## config.mk

```make
export PLATFORM = sky130hd
export DESIGN_NAME = swm_cell
export DESIGN_NICKNAME = d
export VERILOG_FILES = /design/src/sv/swm_pkg.sv /design/src/sv/swm_cell.sv
export SDC_FILE = /design/constraint.sdc
export NUM_CORES = 1
export LEC_CHECK = 0
export ABC_AREA = 1
export BUFFER_PORTS_ARGS = -buffer_cell sky130_fd_sc_hd__clkbuf_2
export CAP_MARGIN = 20
export CORE_ASPECT_RATIO = 0.7
export CORE_MARGIN = 3
export CORE_UTILIZATION = 40
export DETAILED_ROUTE_END_ITERATION = 6
export GPL_TIMING_DRIVEN = 0
export PLACE_DENSITY = 0.73
export SYNTH_ARGS = -nofsm -noshare
export SYNTH_HDL_FRONTEND = slang
export SYNTH_SLANG_ARGS = --single-unit
```

## constraint.sdc

```tcl
create_clock -name i_clk -period 7.2 [get_ports i_clk]
set_clock_uncertainty 0.15 [all_clocks]
set_input_delay 0 -clock i_clk [delete_from_list [all_inputs] [get_ports i_clk]]
set_output_delay 0 -clock i_clk [all_outputs]
set_load 0.05 [all_outputs]
```

## src/sv/swm_pkg.sv

```systemverilog
// ----------------------------------------------------------------------------
// Sliding window median package
// Shared types and constants for the sorted cell row and its top level.
// ----------------------------------------------------------------------------
`default_nettype none

package swm_pkg;

    // Width of the window size register.
    localparam int unsigned WSIZE_W = 7;

    // Window size after reset.
    localparam logic [WSIZE_W-1:0] WSIZE_RESET = 7'd3;

    // Control that the top level broadcasts to every cell in the row.
    typedef struct packed {
        logic load;     // an input beat is taken in this cycle
        logic full;     // the new sample completes the window
    } t_cell_ctl;

endpackage : swm_pkg

`default_nettype wire

```

## src/sv/swm_cell.sv

```systemverilog
// ----------------------------------------------------------------------------
// Sliding window median cell
// One slot of the sorted row: holds a sample and its age, inserts the new
// sample by shifting right and drops the oldest sample by shifting left.
// ----------------------------------------------------------------------------
`default_nettype none

module swm_cell
    import swm_pkg::*;
#(
    parameter int unsigned DATA_W = 32,
    parameter int unsigned AGE_W  = 6,
    parameter bit          FIRST  = 1'b0
) (
    input  wire                      i_clk,
    input  wire t_cell_ctl           i_ctl,
    input  wire                      i_held,
    input  wire                      i_ins_valid,
    input  wire signed [DATA_W-1:0]  i_sample,
    input  wire        [AGE_W-1:0]   i_oldest_age,
    input  wire signed [DATA_W-1:0]  i_left_value,
    input  wire        [AGE_W-1:0]   i_left_age,
    input  wire                      i_left_gt,
    input  wire signed [DATA_W-1:0]  i_right_ins_value,
    input  wire        [AGE_W-1:0]   i_right_ins_age,
    input  wire                      i_del_in,
    output logic                     o_gt,
    output logic signed [DATA_W-1:0] o_ins_value,
    output logic        [AGE_W-1:0]  o_ins_age,
    output logic                     o_del_out,
    output logic signed [DATA_W-1:0] o_value,
    output logic        [AGE_W-1:0]  o_age
);

    logic signed [DATA_W-1:0] r_value;
    logic        [AGE_W-1:0]  r_age;
    logic                     del_here;

    // The stored entry is handed to the right neighbor.
    assign o_value = r_value;
    assign o_age   = r_age;

    // An empty slot counts as larger than any sample.
    assign o_gt = !i_held || (r_value > i_sample);

    // Insertion: the first slot above the sample takes it, the rest shift right.
    always_comb begin
        if (o_gt) begin
            if (FIRST || !i_left_gt) begin
                o_ins_value = i_sample;
                o_ins_age   = '0;
            end else begin
                o_ins_value = i_left_value;
                o_ins_age   = i_left_age + AGE_W'(1);
            end
        end else begin
            o_ins_value = r_value;
            o_ins_age   = r_age + AGE_W'(1);
        end
    end

    // Removal: the oldest entry is marked and the mark ripples to the right.
    assign del_here  = i_ctl.full && i_ins_valid && (o_ins_age == i_oldest_age);
    assign o_del_out = i_del_in || del_here;

    // Slots at or above the removed entry take their right neighbor.
    always_ff @(posedge i_clk) begin
        if (i_ctl.load) begin
            if (o_del_out) begin
                r_value <= i_right_ins_value;
                r_age   <= i_right_ins_age;
            end else begin
                r_value <= o_ins_value;
                r_age   <= o_ins_age;
            end
        end
    end

endmodule : swm_cell

`default_nettype wire

```

==> results of run 1 <==
routing by layer:
layer | vias to the layer above | GRT usage | wire length (um)
met3 | 18 | 0.0494 | 1160
met5 | - | 0 | 0
met1 | 2099 | 0.317 | 5870
met4 | 0 | 0.0560 | 168
met2 | 224 | 0.441 | 6490
li1 | 2322 | - | -
sequential cells by signal, indices dropped and copies added (netlist names):
signal	cells
o_value	32
o_age	6
kinds of logic (layout without fill, tap and decap cells):
| logic type | Yosys count | in the layout | share of synthesized area |
|---|---|---|---|
| xor gates and xnor gates | 4 | 4 | 0.00938 |
| buffers and inverters | 95 | 336 | 0.112 |
| other | 0 | 1 | 0 |
| adders and majority gates | 34 | 34 | 0.114 |
| and+or+nand+nor | 341 | 341 | 0.375 |
| AOI/OAI and AO/OA | 52 | 52 | 0.0841 |
| DFF | 38 | 38 | 0.305 |
through the flow:
| stage | util | cell area, um2 |
|---|---|---|
| after floorplan | - | 3740 |
| after global placement | 0.556 | 4870 |
| after detailed placement | 0.556 | 4870 |
| after CTS | 0.614 | 5380 |
| after global routing | 0.614 | 5380 |
| final | 0.615 | 5380 |
worst max-delay path, cell delays in order, from the launching register on:
cell	delay, ps
edfxtp_1	440
ha_1	330
nand2_1	70
nor2_1	230
nand2_1	80
nand2_1	90
nand2_1	50
nand2_1	60
nand2_1	60
nand3_1	90
nand3_2	120
nand2_2	120
buf_6	140
clkbuf_1	440
nor2_1	90
a31oi_1	280
clkbuf_2	340
repair_timing:
action                                  4_1_cts  5_1_grt
hold buffers                                 38        0
endpoints found under the setup margin        0        0
endpoints found under the hold margin        38        0
Yosys cell counts:
library cell	count	area share
nand2_1	213	0.21
inv_1	65	0.065
nand3_1	64	0.086
nor2_1	51	0.051
edfxtp_1	38	0.31
ha_1	34	0.11
a31oi_1	32	0.054
a21oi_1	14	0.019
clkbuf_1	12	0.012
buf_2	8	0.011
buf_6	6	0.018
xor2_1	4	0.0094
nand3b_1	3	0.0060
nand4_1	3	0.0050
buf_4	2	0.0040
nand2_2	2	0.0033
nand3_2	2	0.0054
nor3_1	2	0.0027
o21a_1	2	0.0040
o21ai_0	2	0.0027
a21o_1	1	0.0020
buf_1	1	0.0010
clkinv_1	1	0.0010
nor2_2	1	0.0017
o21bai_2	1	0.0030
cell type report:
cell class / instances / area (um2) / area share
sequential: 38 / 1140 / 0.212
timing repair buffer: 235 / 1370 / 0.254
clock buffer: 5 / 125 / 0.0232
antenna: 1 / 2.50 / 0.000465
tap: 120 / 150 / 0.0279
inverter: 66 / 248 / 0.0460
buffer: 29 / 171 / 0.0318
multi-input combinational: 431 / 2180 / 0.404
clock inverter: 1 / 3.75 / 0.000697
power by group through the flow:
stage               registers (uW)  clock network (uW)  logic [uW]
floorplan                      361                   0         319
global placement               295                   0         527
detailed placement             296                   0         536
CTS                            292                 208         555
global route                   295                 218         599
finish                         292                 204         556
worst max-delay path by stage:
stage                            from              end  slack, ps  cells after the start
after floorplan           o_value[31]      o_value[22]       3540                     16
after global placement    o_value[23]      o_value[21]       4010                     21
after detailed placement   o_value[7]      o_value[23]       3950                     23
after CTS                  o_value[7]        o_del_out       3710                     20
after global routing      o_value[19]  o_ins_value[10]       3420                     17
final                      o_value[7]  o_ins_value[10]       3730                     16
==> key figures, run 1 <==
Power and ir drop
  • Share of power burned in registers: 0.278
  • Total power: 1050 uW
  • Pint: 553 uW
  • Net Sw Frac: 0.474
  • Max IR drop VDD: 93.2 uV
  • Leakage: 0.00307 uW
  • Switching power of the nets: 499 uW
  • Combinational power share: 0.528
  • Total power divided by cell area: 195 nW/um2
  • Clock Power Share: 0.194

Clocking
  • TritonCTS clock tree: done
  • Post-CTS setup buffer count: 0
  • # clock sinks: 38
  • TritonCTS Buffers: 5
  • Max clock buf depth: 2
  • Reg clk slew, reported paths: 60 ps
  • Root Driver: clkbuf_16
  • H-tree levels: 2
  • Worst skew pair latency: 280 ps
  • Resized Gates After CTS: 0

STA
  • Slew HR: 0.293
  • Final hold vios: 0
  • Final Max Slew Viols: 0
  • Hold Slack: 79.8 ps
  • Final setup fails: 0
  • Setup TNS: 0 ps
  • Worst Max-Slew Pin Slew: 1060 ps
  • RSZ-0062 raised after global routing: no
  • Final critical-path required period: 3470 ps
  • Post-route setup slack: 3730 ps
  • Period utilisation layout: 0.482
  • Fmax: 288 MHz

Routing
  • Residual DRC: 0
  • Pre-antenna DRT Iters: 5
  • Final antenna-violating net count: 0
  • Routed vias: 4663
  • DRT iter0 DRCs: 304
  • Routed WL: 13.7 mm
  • Via/cell ratio: 5.04
  • DR WL/cell: 14.8 um

Critical path
  • Worst R2R Setup Slack: 3940 ps
  • Crit path DAT: 3320 ps
  • Worst Setup Path Type: reg2out
  • Peak fanout along the critical path: 10
  • CP endpoint kind: primary output
  • CP Launch Type: flop
  • Critical Path RT: 7050 ps
  • Reg2Reg Depth: 23
  • RR Endpoint: o_value[16]
  • Reg2reg start: o_value[7]

Floorplanning
  • Core area: 8760 um2
  • Die width: 122 um
  • Full die area: 10600 um2
  • Row count: 28
  • Die height: 86.9 um
  • Starting Density: 0.427
  • Boundary pin count: 199

Global routing
  • Global-route wire length before repair: 21.2 mm
  • Vias in the first global route: 4536
  • GR Overflow Total: 0
  • Largest net degree at the start of global routing: 39
  • Antenna violations before repair: 0
  • Overall Global Routing Usage: 0.249

Synth
  • Seq/Total Area, Yosys: 0.305
  • Post-Syn Instances: 564
  • Yosys Warn Count: 0
  • Synthesized flop and latch total: 38
  • Yosys cell types: 25
  • Mapped Avg Cell Area: 6.62 um2
  • Post-synth net total: 719
  • Cell area after synthesis: 3740 um2

Placed design
  • Placed cells: 881
  • Post-DP HPWL: 10.6 mm
  • IO buf count: 197
  • Pre-CTS setup slack: 3950 ps
  • Routability cong.: 0.857

Final layout
  • Leading cell type in the layout, fill and taps excluded: nand2_1
  • Final Instance Count excl. Fillers: 926
  • Fill count: 843
  • Area grow syn2layout: 44.1%
  • Commonest cells after routing, fill and taps aside: nand2_1 (213), clkbuf_2 (197), inv_1 (65), nand3_1 (64), nor2_1 (51)
  • Nets: 961
  • Layout cell share with drive strength beyond 1: 0.278

Worst hold path
  • Hold Path Stages: 5
  • Hold_sp: i_left_value[6]
  • Hold-critical path endpoint: o_value[6]
  • Hold crit path type: in2reg

Job
  • Maxcap violations: 0

Outcome
  • Run status: complete, no violations
No activity file was read; power rests on OpenSTA's default activity.
==> inputs of run 2 (changes only) <==
ABC_AREA = 0   (was 1)
PLACE_DENSITY = 0.7   (was 0.73)
clock period = 3.5 ns   (was 7.2 ns; I/O delays follow)
==> key figures, run 2 <==
Outcome
  • Run status: complete, no violations

STA
  • Fmax: 287 MHz
  • Slew HR: 0.287 (-0.00621)
  • Final critical-path required period: 3490 ps
  • RSZ-0062 raised after global routing: yes
  • Final setup fails: 0 (unchanged)
  • Worst Max-Slew Pin Slew: 1070 ps (+9.32 ps)
  • Final Max Slew Viols: 0 (unchanged)
  • Hold Slack: 87.2 ps (+7.38 ps)
  • Final hold vios: 0 (unchanged)
  • Period utilisation layout: 0.997

Synth
  • Post-Synth Simple-Gate Area: 0.184 (-0.191)
  • Post-Syn Instances: 525 (-6.9%)
  • Cell area after synthesis: 4390 um2 (+17%)
  • Yosys cell types: 47 (+88%)
  • Largest cells by area after synthesis: edfxtp_1 (26%), ha_1 (9.7%), mux2i_1 (8.4%)
  • Area fraction in compound gates after synthesis: 0.238 (+0.154)
  • Seq/Total Area, Yosys: 0.260 (-0.0454)
  • Top-count cell post-synth: inv_1
  • Synthesized flop and latch total: 38 (unchanged)
  • Share of the synthesized area in the top cell type: 0.260 (-0.0454)
  • Mapped Avg Cell Area: 8.36 um2 (+26%)
  • FFs w/ async S/R, synth: 0 (unchanged)
  • Yosys Warn Count: 0 (unchanged)
  • Post-synth net total: 680 (-5.4%)
  • Post-synth EDFFs: 38 (unchanged)
  • Main combinational cell family by area after synthesis: compound AO/OA/AOI/OAI gates
  • Xor and xnor fraction of the mapped netlist area: 0.0200 (+0.0106)
  • Synth Flop Type: edfxtp_1
  • Synth top cells by count: inv_1 (70), nand2_1 (56), o21ai_0 (39)
  • Adder-cell share of the synthesized area: 0.0969 (-0.0169)
  • Biggest area consumer among synthesized cells: edfxtp_1
  • Multiplexer area fraction after synthesis: 0.0946 (+0.0946)

Worst hold path
  • Hold crit path type: in2reg
  • Hold_sp: i_right_ins_age[2]
  • Hold Path Stages: 3 (-2)
  • Hold-critical path endpoint: o_age[2]

Clocking
  • H-tree levels: 2 (unchanged)
  • # clock sinks: 38 (unchanged)
  • TritonCTS Buffers: 5 (unchanged)
  • Reg clk slew, reported paths: 60 ps (about the same)
  • Worst skew pair latency: 280 ps (about the same)
  • Max clock buf depth: 2 (unchanged)
  • TritonCTS clock tree: done
  • Root Driver: clkbuf_16

Critical path
  • Reg2reg start: o_value[25]
  • CP endpoint kind: flop
  • Worst Path Buf+Inv: 3 (unchanged)
  • Worst Setup Path Type: reg2reg
  • Worst R2R Setup Slack: 10 ps (-3930 ps)
  • Crit path DAT: 3370 ps (+50 ps)
  • CP Cell Sequence: ha_1, nand4_1, nor4_4, a22oi_2, and2_4, a211o_4, nor2_4, buf_12, mux2i_4, buf_12, buf_2, and4_1, a211o_1
  • Critical Path RT: 3380 ps (-3670 ps)
  • Peak fanout along the critical path: 10 (unchanged)
  • Most used cell, CP: buf_12
  • CP top delay family: simple AND/OR/NAND/NOR gates
  • Reg2Reg Depth: 13 (-43%)
  • Worst path max stage delay: 430 ps (about the same)
  • Slowest stage cell on the critical path: edfxtp_1
  • CP Launch Type: flop
  • RR Endpoint: o_value[5]

Final layout
  • Commonest cells after routing, fill and taps aside: clkbuf_2 (164), inv_1 (70), nand2_1 (55), o21ai_0 (38), edfxtp_1 (38)
  • Diode count: 0 (-1)
  • Area grow syn2layout: 56.0%
  • Leading cell type in the layout, fill and taps excluded: clkbuf_2
  • Fin area: 6850 um2 (+27%)
  • Layout cell share with drive strength beyond 1: 0.386 (+0.108)
  • Nets: 939 (-2.3%)
  • Max reg flops: 32 (unchanged)
  • Footprint of the multi-input gates: 3190 um2 (+47%)
  • Fill count: 856 (+1.5%)
  • FF/Latch Area: 1140 um2 (unchanged)

Placed design
  • Post-DP HPWL: 12.8 mm (+21%)
  • IO buf count: 197 (unchanged)
  • Post-DP Area: 5720 um2 (+17%)
  • Routability cong.: 0.920 (+7.3%)

Routing
  • DRT iter0 DRCs: 456 (+50%)
  • Residual DRC: 0 (unchanged)
  • Routed vias: 5352 (+15%)
  • Via/cell ratio: 5.74 (+14%)
  • Pre-antenna DRT Iters: 5 (unchanged)
  • Final antenna-violating net count: 0 (unchanged)
  • DR WL/cell: 18.7 um (+26%)
  • Routed WL: 17.4 mm (+27%)

Job
  • Maxcap violations: 0 (unchanged)

Floorplanning
  • Core area: 10500 um2 (+20%)
  • Die height: 93.6 um (+7.8%)
  • Row count: 31 (+11%)
  • Starting Density: 0.418 (-0.00900)
  • Full die area: 12300 um2 (+16%)
  • Die width: 131 um (+8.0%)
  • Boundary pin count: 199 (unchanged)

Global routing
  • GR met3 Demand/Resource: 0.0511 (+0.00172)
  • Antenna violations before repair: 0 (unchanged)
  • Largest net degree at the start of global routing: 39 (unchanged)
  • Top Usage Layer GRT: met2
  • Overall Global Routing Usage: 0.259 (+0.00978)
  • GR Overflow Total: 0 (unchanged)
  • Grt met1 use: 0.346 (+0.0285)
  • Vias in the first global route: 5264 (+16%)
  • Met2 Track Usage GR: 0.441 (about the same)
  • Global-route wire length before repair: 26.0 mm (+23%)

Power and ir drop
  • Total power divided by cell area: 416 nW/um2 (+110%)
  • Leakage: 0.00340 uW (+11%)
  • Max IR drop VDD: 206 uV (+120%)
run 2: cell count changes in the layout (fill, tap and decap cells not counted), sizes merged, moves of 31 or more:
| cell | change |
|---|---|
| a31oi | -31 |
| mux2i | +37 |
| o21ai | +37 |
| nand2 | -159 |
| buf | +54 |
| nand3 | -58 |
| a311oi | +31 |
| a211o | +33 |
| nor2 | -34 |
| and4 | +31 |
run 2: worst max-delay path by stage:
| stage | startpoint | to | slack [ps] | cells past startpoint |
|---|---|---|---|---|
| finish | o_value[25] | o_value[5] | 10 | 13 |
| CTS | o_value[31] | o_value[4] | 4 | 13 |
| floorplan | o_value[26] | o_age[3] | -90 | 11 |
| detailed placement | o_value[14] | o_value[1] | -390 | 11 |
| global route | o_value[26] | o_value[24] | -120 | 13 |
| global placement | o_value[26] | o_value[1] | -330 | 11 |
run 2: per-layer routing:
layer / wire [um] / part of all wire / vias up
li1: - / - / 2494
met1: 7600 / 0.44 / 2537
met3: 1440 / 0.082 / 23
met2: 8180 / 0.47 / 298
met5: 0 / 0 / -
met4: 208 / 0.012 / 0
run 2: tightest hold or removal path, delay by kind of cell:
kind / cells / cell delay, ps
AO/OA/AOI/OAI: 2 / 270
buffers and inverters: 1 / 100
run 2: cells by family (layout without fill, tap and decap cells):
kind of cell,after synthesis,count (layout)
AOI/OAI and AO/OA,146,146
and+or+nand+nor,144,144
buffers and inverters,112,372
muxes,41,41
DFF,38,38
adders and majority gates,34,34
xor gates and xnor gates,10,10
run 2: power by group:
group          switching (uW)  internal (uW)
clock                     180            261
combinational            1150            645
sequential               52.1            566
run 2: cell type report:
| type | count | share of cell area |
|---|---|---|
| Clock buffer | 6 | 0.0188 |
| Timing Repair Buffer | 253 | 0.233 |
| Clock inverter | 2 | 0.00128 |
| Buffer | 41 | 0.0486 |
| Sequential cell | 38 | 0.167 |
| Tap cell | 148 | 0.0270 |
| Inverter | 70 | 0.0384 |
| Multi-Input combinational cell | 375 | 0.466 |
run 2: repair_timing:
action,in CTS,in global routing
gates resized for setup,23,113
hold buffers,37,0
pin swaps,3,15
endpoints found under the hold margin,37,0
gates cloned,1,4
buffers inserted,5,9
endpoints found under the setup margin,77,77
run 2: through the flow:
step | setup TNS, ps | worst slack, ps | util | cells | total power, uW
floorplan | -1970 | -89.2 | - | 525 | 1710
global placement | -9490 | -335 | 0.544 | 870 | 2110
detailed placement | -13280 | -386 | 0.544 | 870 | 2130
CTS | 0 | 3.57 | 0.606 | 920 | 2650
global route | -4220 | -116 | 0.651 | 933 | 2980
finish | 0 | 11.9 | 0.651 | 933 | 2850
==> inputs of run 3 (changes only) <==
ABC_AREA = 1   (was 0)
PLACE_DENSITY = 0.73   (was 0.7)
==> key figures, run 3 (synthesized netlist as in run 1, its figures left out) <==
Critical path
  • Worst Setup Path Type: reg2out
  • Critical Path RT: 3350 ps (-30 ps)
  • RR Endpoint: o_value[16]
  • CP endpoint kind: primary output
  • CP Launch Point: o_value[15]
  • CP Cell Sequence: ha_1, nand2_1, nor3_1, nand2_1, nand2_1, nand2_1, nand3_1, nand3_2, nand2_4, buf_6, nand2_2, nand3_2, nand2_1, nor2_1, nand2_1, o21bai_2, buf_6, buf_4
  • Most used cell, CP: nand2_1
  • CP top delay family: simple AND/OR/NAND/NOR gates
  • Worst Path Buf+Inv: 3 (unchanged)
  • Crit path DAT: 3080 ps (-290 ps)
  • CP Launch Type: flop
  • Slowest stage cell on the critical path: edfxtp_1
  • Reg2reg start: o_value[15]
  • Reg2Reg Depth: 20 (+7)
  • Worst path max stage delay: 440 ps (about the same)
  • Worst R2R Setup Slack: 290 ps (+280 ps)
  • Peak fanout along the critical path: 10 (unchanged)

Final layout
  • Nets: 965 (+2.8%)
  • Diode count: 0 (unchanged)
  • Final design utilization: 0.642 (-0.00947)
  • Leading cell type in the layout, fill and taps excluded: nand2_1
  • Max reg flops: 32 (unchanged)
  • Commonest cells after routing, fill and taps aside: nand2_1 (213), clkbuf_2 (186), inv_1 (65), nand3_1 (64), nor2_1 (50)
  • Layout cell share with drive strength beyond 1: 0.314 (-0.0720)
  • Area grow syn2layout: 50.5%

Worst hold path
  • Hold_sp: i_left_value[30]
  • Hold Path Stages: 5 (+2)
  • Hold crit path type: in2reg
  • Hold-critical path endpoint: o_value[30]

Clocking
  • Max clock buf depth: 2 (unchanged)
  • Root Driver: clkbuf_16
  • TritonCTS Buffers: 5 (unchanged)
  • Reg clk slew, reported paths: 60 ps (about the same)
  • TritonCTS clock tree: done
  • H-tree levels: 2 (unchanged)
  • Worst skew pair latency: 270 ps (about the same)
  • # clock sinks: 38 (unchanged)

Global routing
  • Vias in the first global route: 4418 (-16%)
  • Antenna violations before repair: 0 (unchanged)
  • Largest net degree at the start of global routing: 39 (unchanged)
  • Global-route wire length before repair: 20.9 mm (-20%)
  • GR Overflow Total: 0 (unchanged)
  • Overall Global Routing Usage: 0.246 (-0.0133)

Floorplanning
  • Row count: 28 (-9.7%)
  • Die height: 86.9 um (-7.2%)
  • Starting Density: 0.427 (+0.00900)
  • Core area: 8760 um2 (-17%)
  • Full die area: 10600 um2 (-14%)
  • Die width: 122 um (-7.4%)
  • Boundary pin count: 199 (unchanged)

Routing
  • Routed vias: 4729 (-12%)
  • Pre-antenna DRT Iters: 5 (unchanged)
  • Routed WL: 13.7 mm (-22%)
  • Residual DRC: 0 (unchanged)
  • Final antenna-violating net count: 0 (unchanged)
  • Via/cell ratio: 5.09 (-11%)
  • DR WL/cell: 14.7 um (-21%)
  • DRT iter0 DRCs: 272 (-40%)

STA
  • Worst Max-Slew Pin Slew: 1020 ps (-52.2 ps)
  • Final hold vios: 0 (unchanged)
  • Hold Slack: 93.8 ps (+6.65 ps)
  • Final setup fails: 0 (unchanged)
  • Fmax: 309 MHz (+7.9%)
  • Slew HR: 0.322 (+0.0348)
  • Final Max Slew Viols: 0 (unchanged)
  • Period utilisation layout: 0.923 (-0.0731)
  • Setup TNS: 0 ps (unchanged)
  • Final critical-path required period: 3230 ps (-256 ps)
  • RSZ-0062 raised after global routing: yes

Placed design
  • IO buf count: 197 (unchanged)
  • Post-DP HPWL: 10.5 mm (-18%)
  • Routability cong.: 0.854 (-7.2%)

Outcome
  • Run status: complete, no violations

Job
  • Maxcap violations: 0 (unchanged)

Power and ir drop
  • Total power divided by cell area: 396 nW/um2 (-4.9%)
  • Leakage: 0.00313 uW (-8.1%)
  • Max IR drop VDD: 218 uV (+5.5%)
## run 3: how the worst max path moves through the flow
stage,slack (ps),endpoint,cells past startpoint
CTS,30,o_del_out,18
global placement,310,o_value[16],23
floorplan,-160,o_value[22],16
finish,270,o_del_out,18
global route,-20,o_del_out,21
detailed placement,290,o_value[16],20
## run 3: stage by stage
stage                     std cells  power [uW]  cell area (um2)  worst slack, ps
after floorplan                 564        1430             3870             -163
after global placement          881        1720             5000              311
after detailed placement        881        1740             5000              288
after CTS                       925        2190             5510             34.6
after global routing            929        2340             5620            -15.8
final                           929        2230             5620              268
## run 3: timing repair
item / 4_1_cts / 5_1_grt
resized for setup: 0 / 49
setup buffers: 0 / 4
hold buffers: 38 / 0
endpoints found under the hold margin: 38 / 0
setup endpoints to repair: 0 / 61
## run 3: worst register-to-register path, stage by stage, from the launching register on
cell,delay (ps)
edfxtp_1,440
ha_1,320
nand2_1,90
nor3_1,270
nand2_1,90
nand2_1,60
nand2_1,70
nand3_1,90
nand3_2,150
nand2_4,120
buf_6,150
nand2_2,70
nand3_2,60
nand2_1,60
nor2_1,110
nand2_1,80
o21bai_2,210
buf_6,190
buf_6,160
nand2_1,80
nand2_1,80
## run 3: where the power goes
part           switching (uW)  internal, uW  leakage [uW]
Combinational             843           365       0.00268
Sequential               38.7           561      0.000378
Clock                     164           253     0.0000632
## run 3: cell type report
| type | count | area, um2 |
|---|---|---|
| repair buffers | 239 | 1430 |
| flip-flops and latches | 38 | 1140 |
| clock inverters | 1 | 3.75 |
| inverters | 66 | 248 |
| well taps | 120 | 150 |
| fillers | 805 | 3140 |
| plain buffers | 29 | 186 |
| clock buffers | 5 | 125 |
| multi-input cells | 431 | 2340 |
## run 3: metal layers
metal,vias to the layer above,global-route usage,routed length [um]
met2,282,0.423,6300
met1,2077,0.319,5840
met5,-,0,0
li1,2334,-,-
met3,36,0.0416,1210
met4,0,0.0743,329
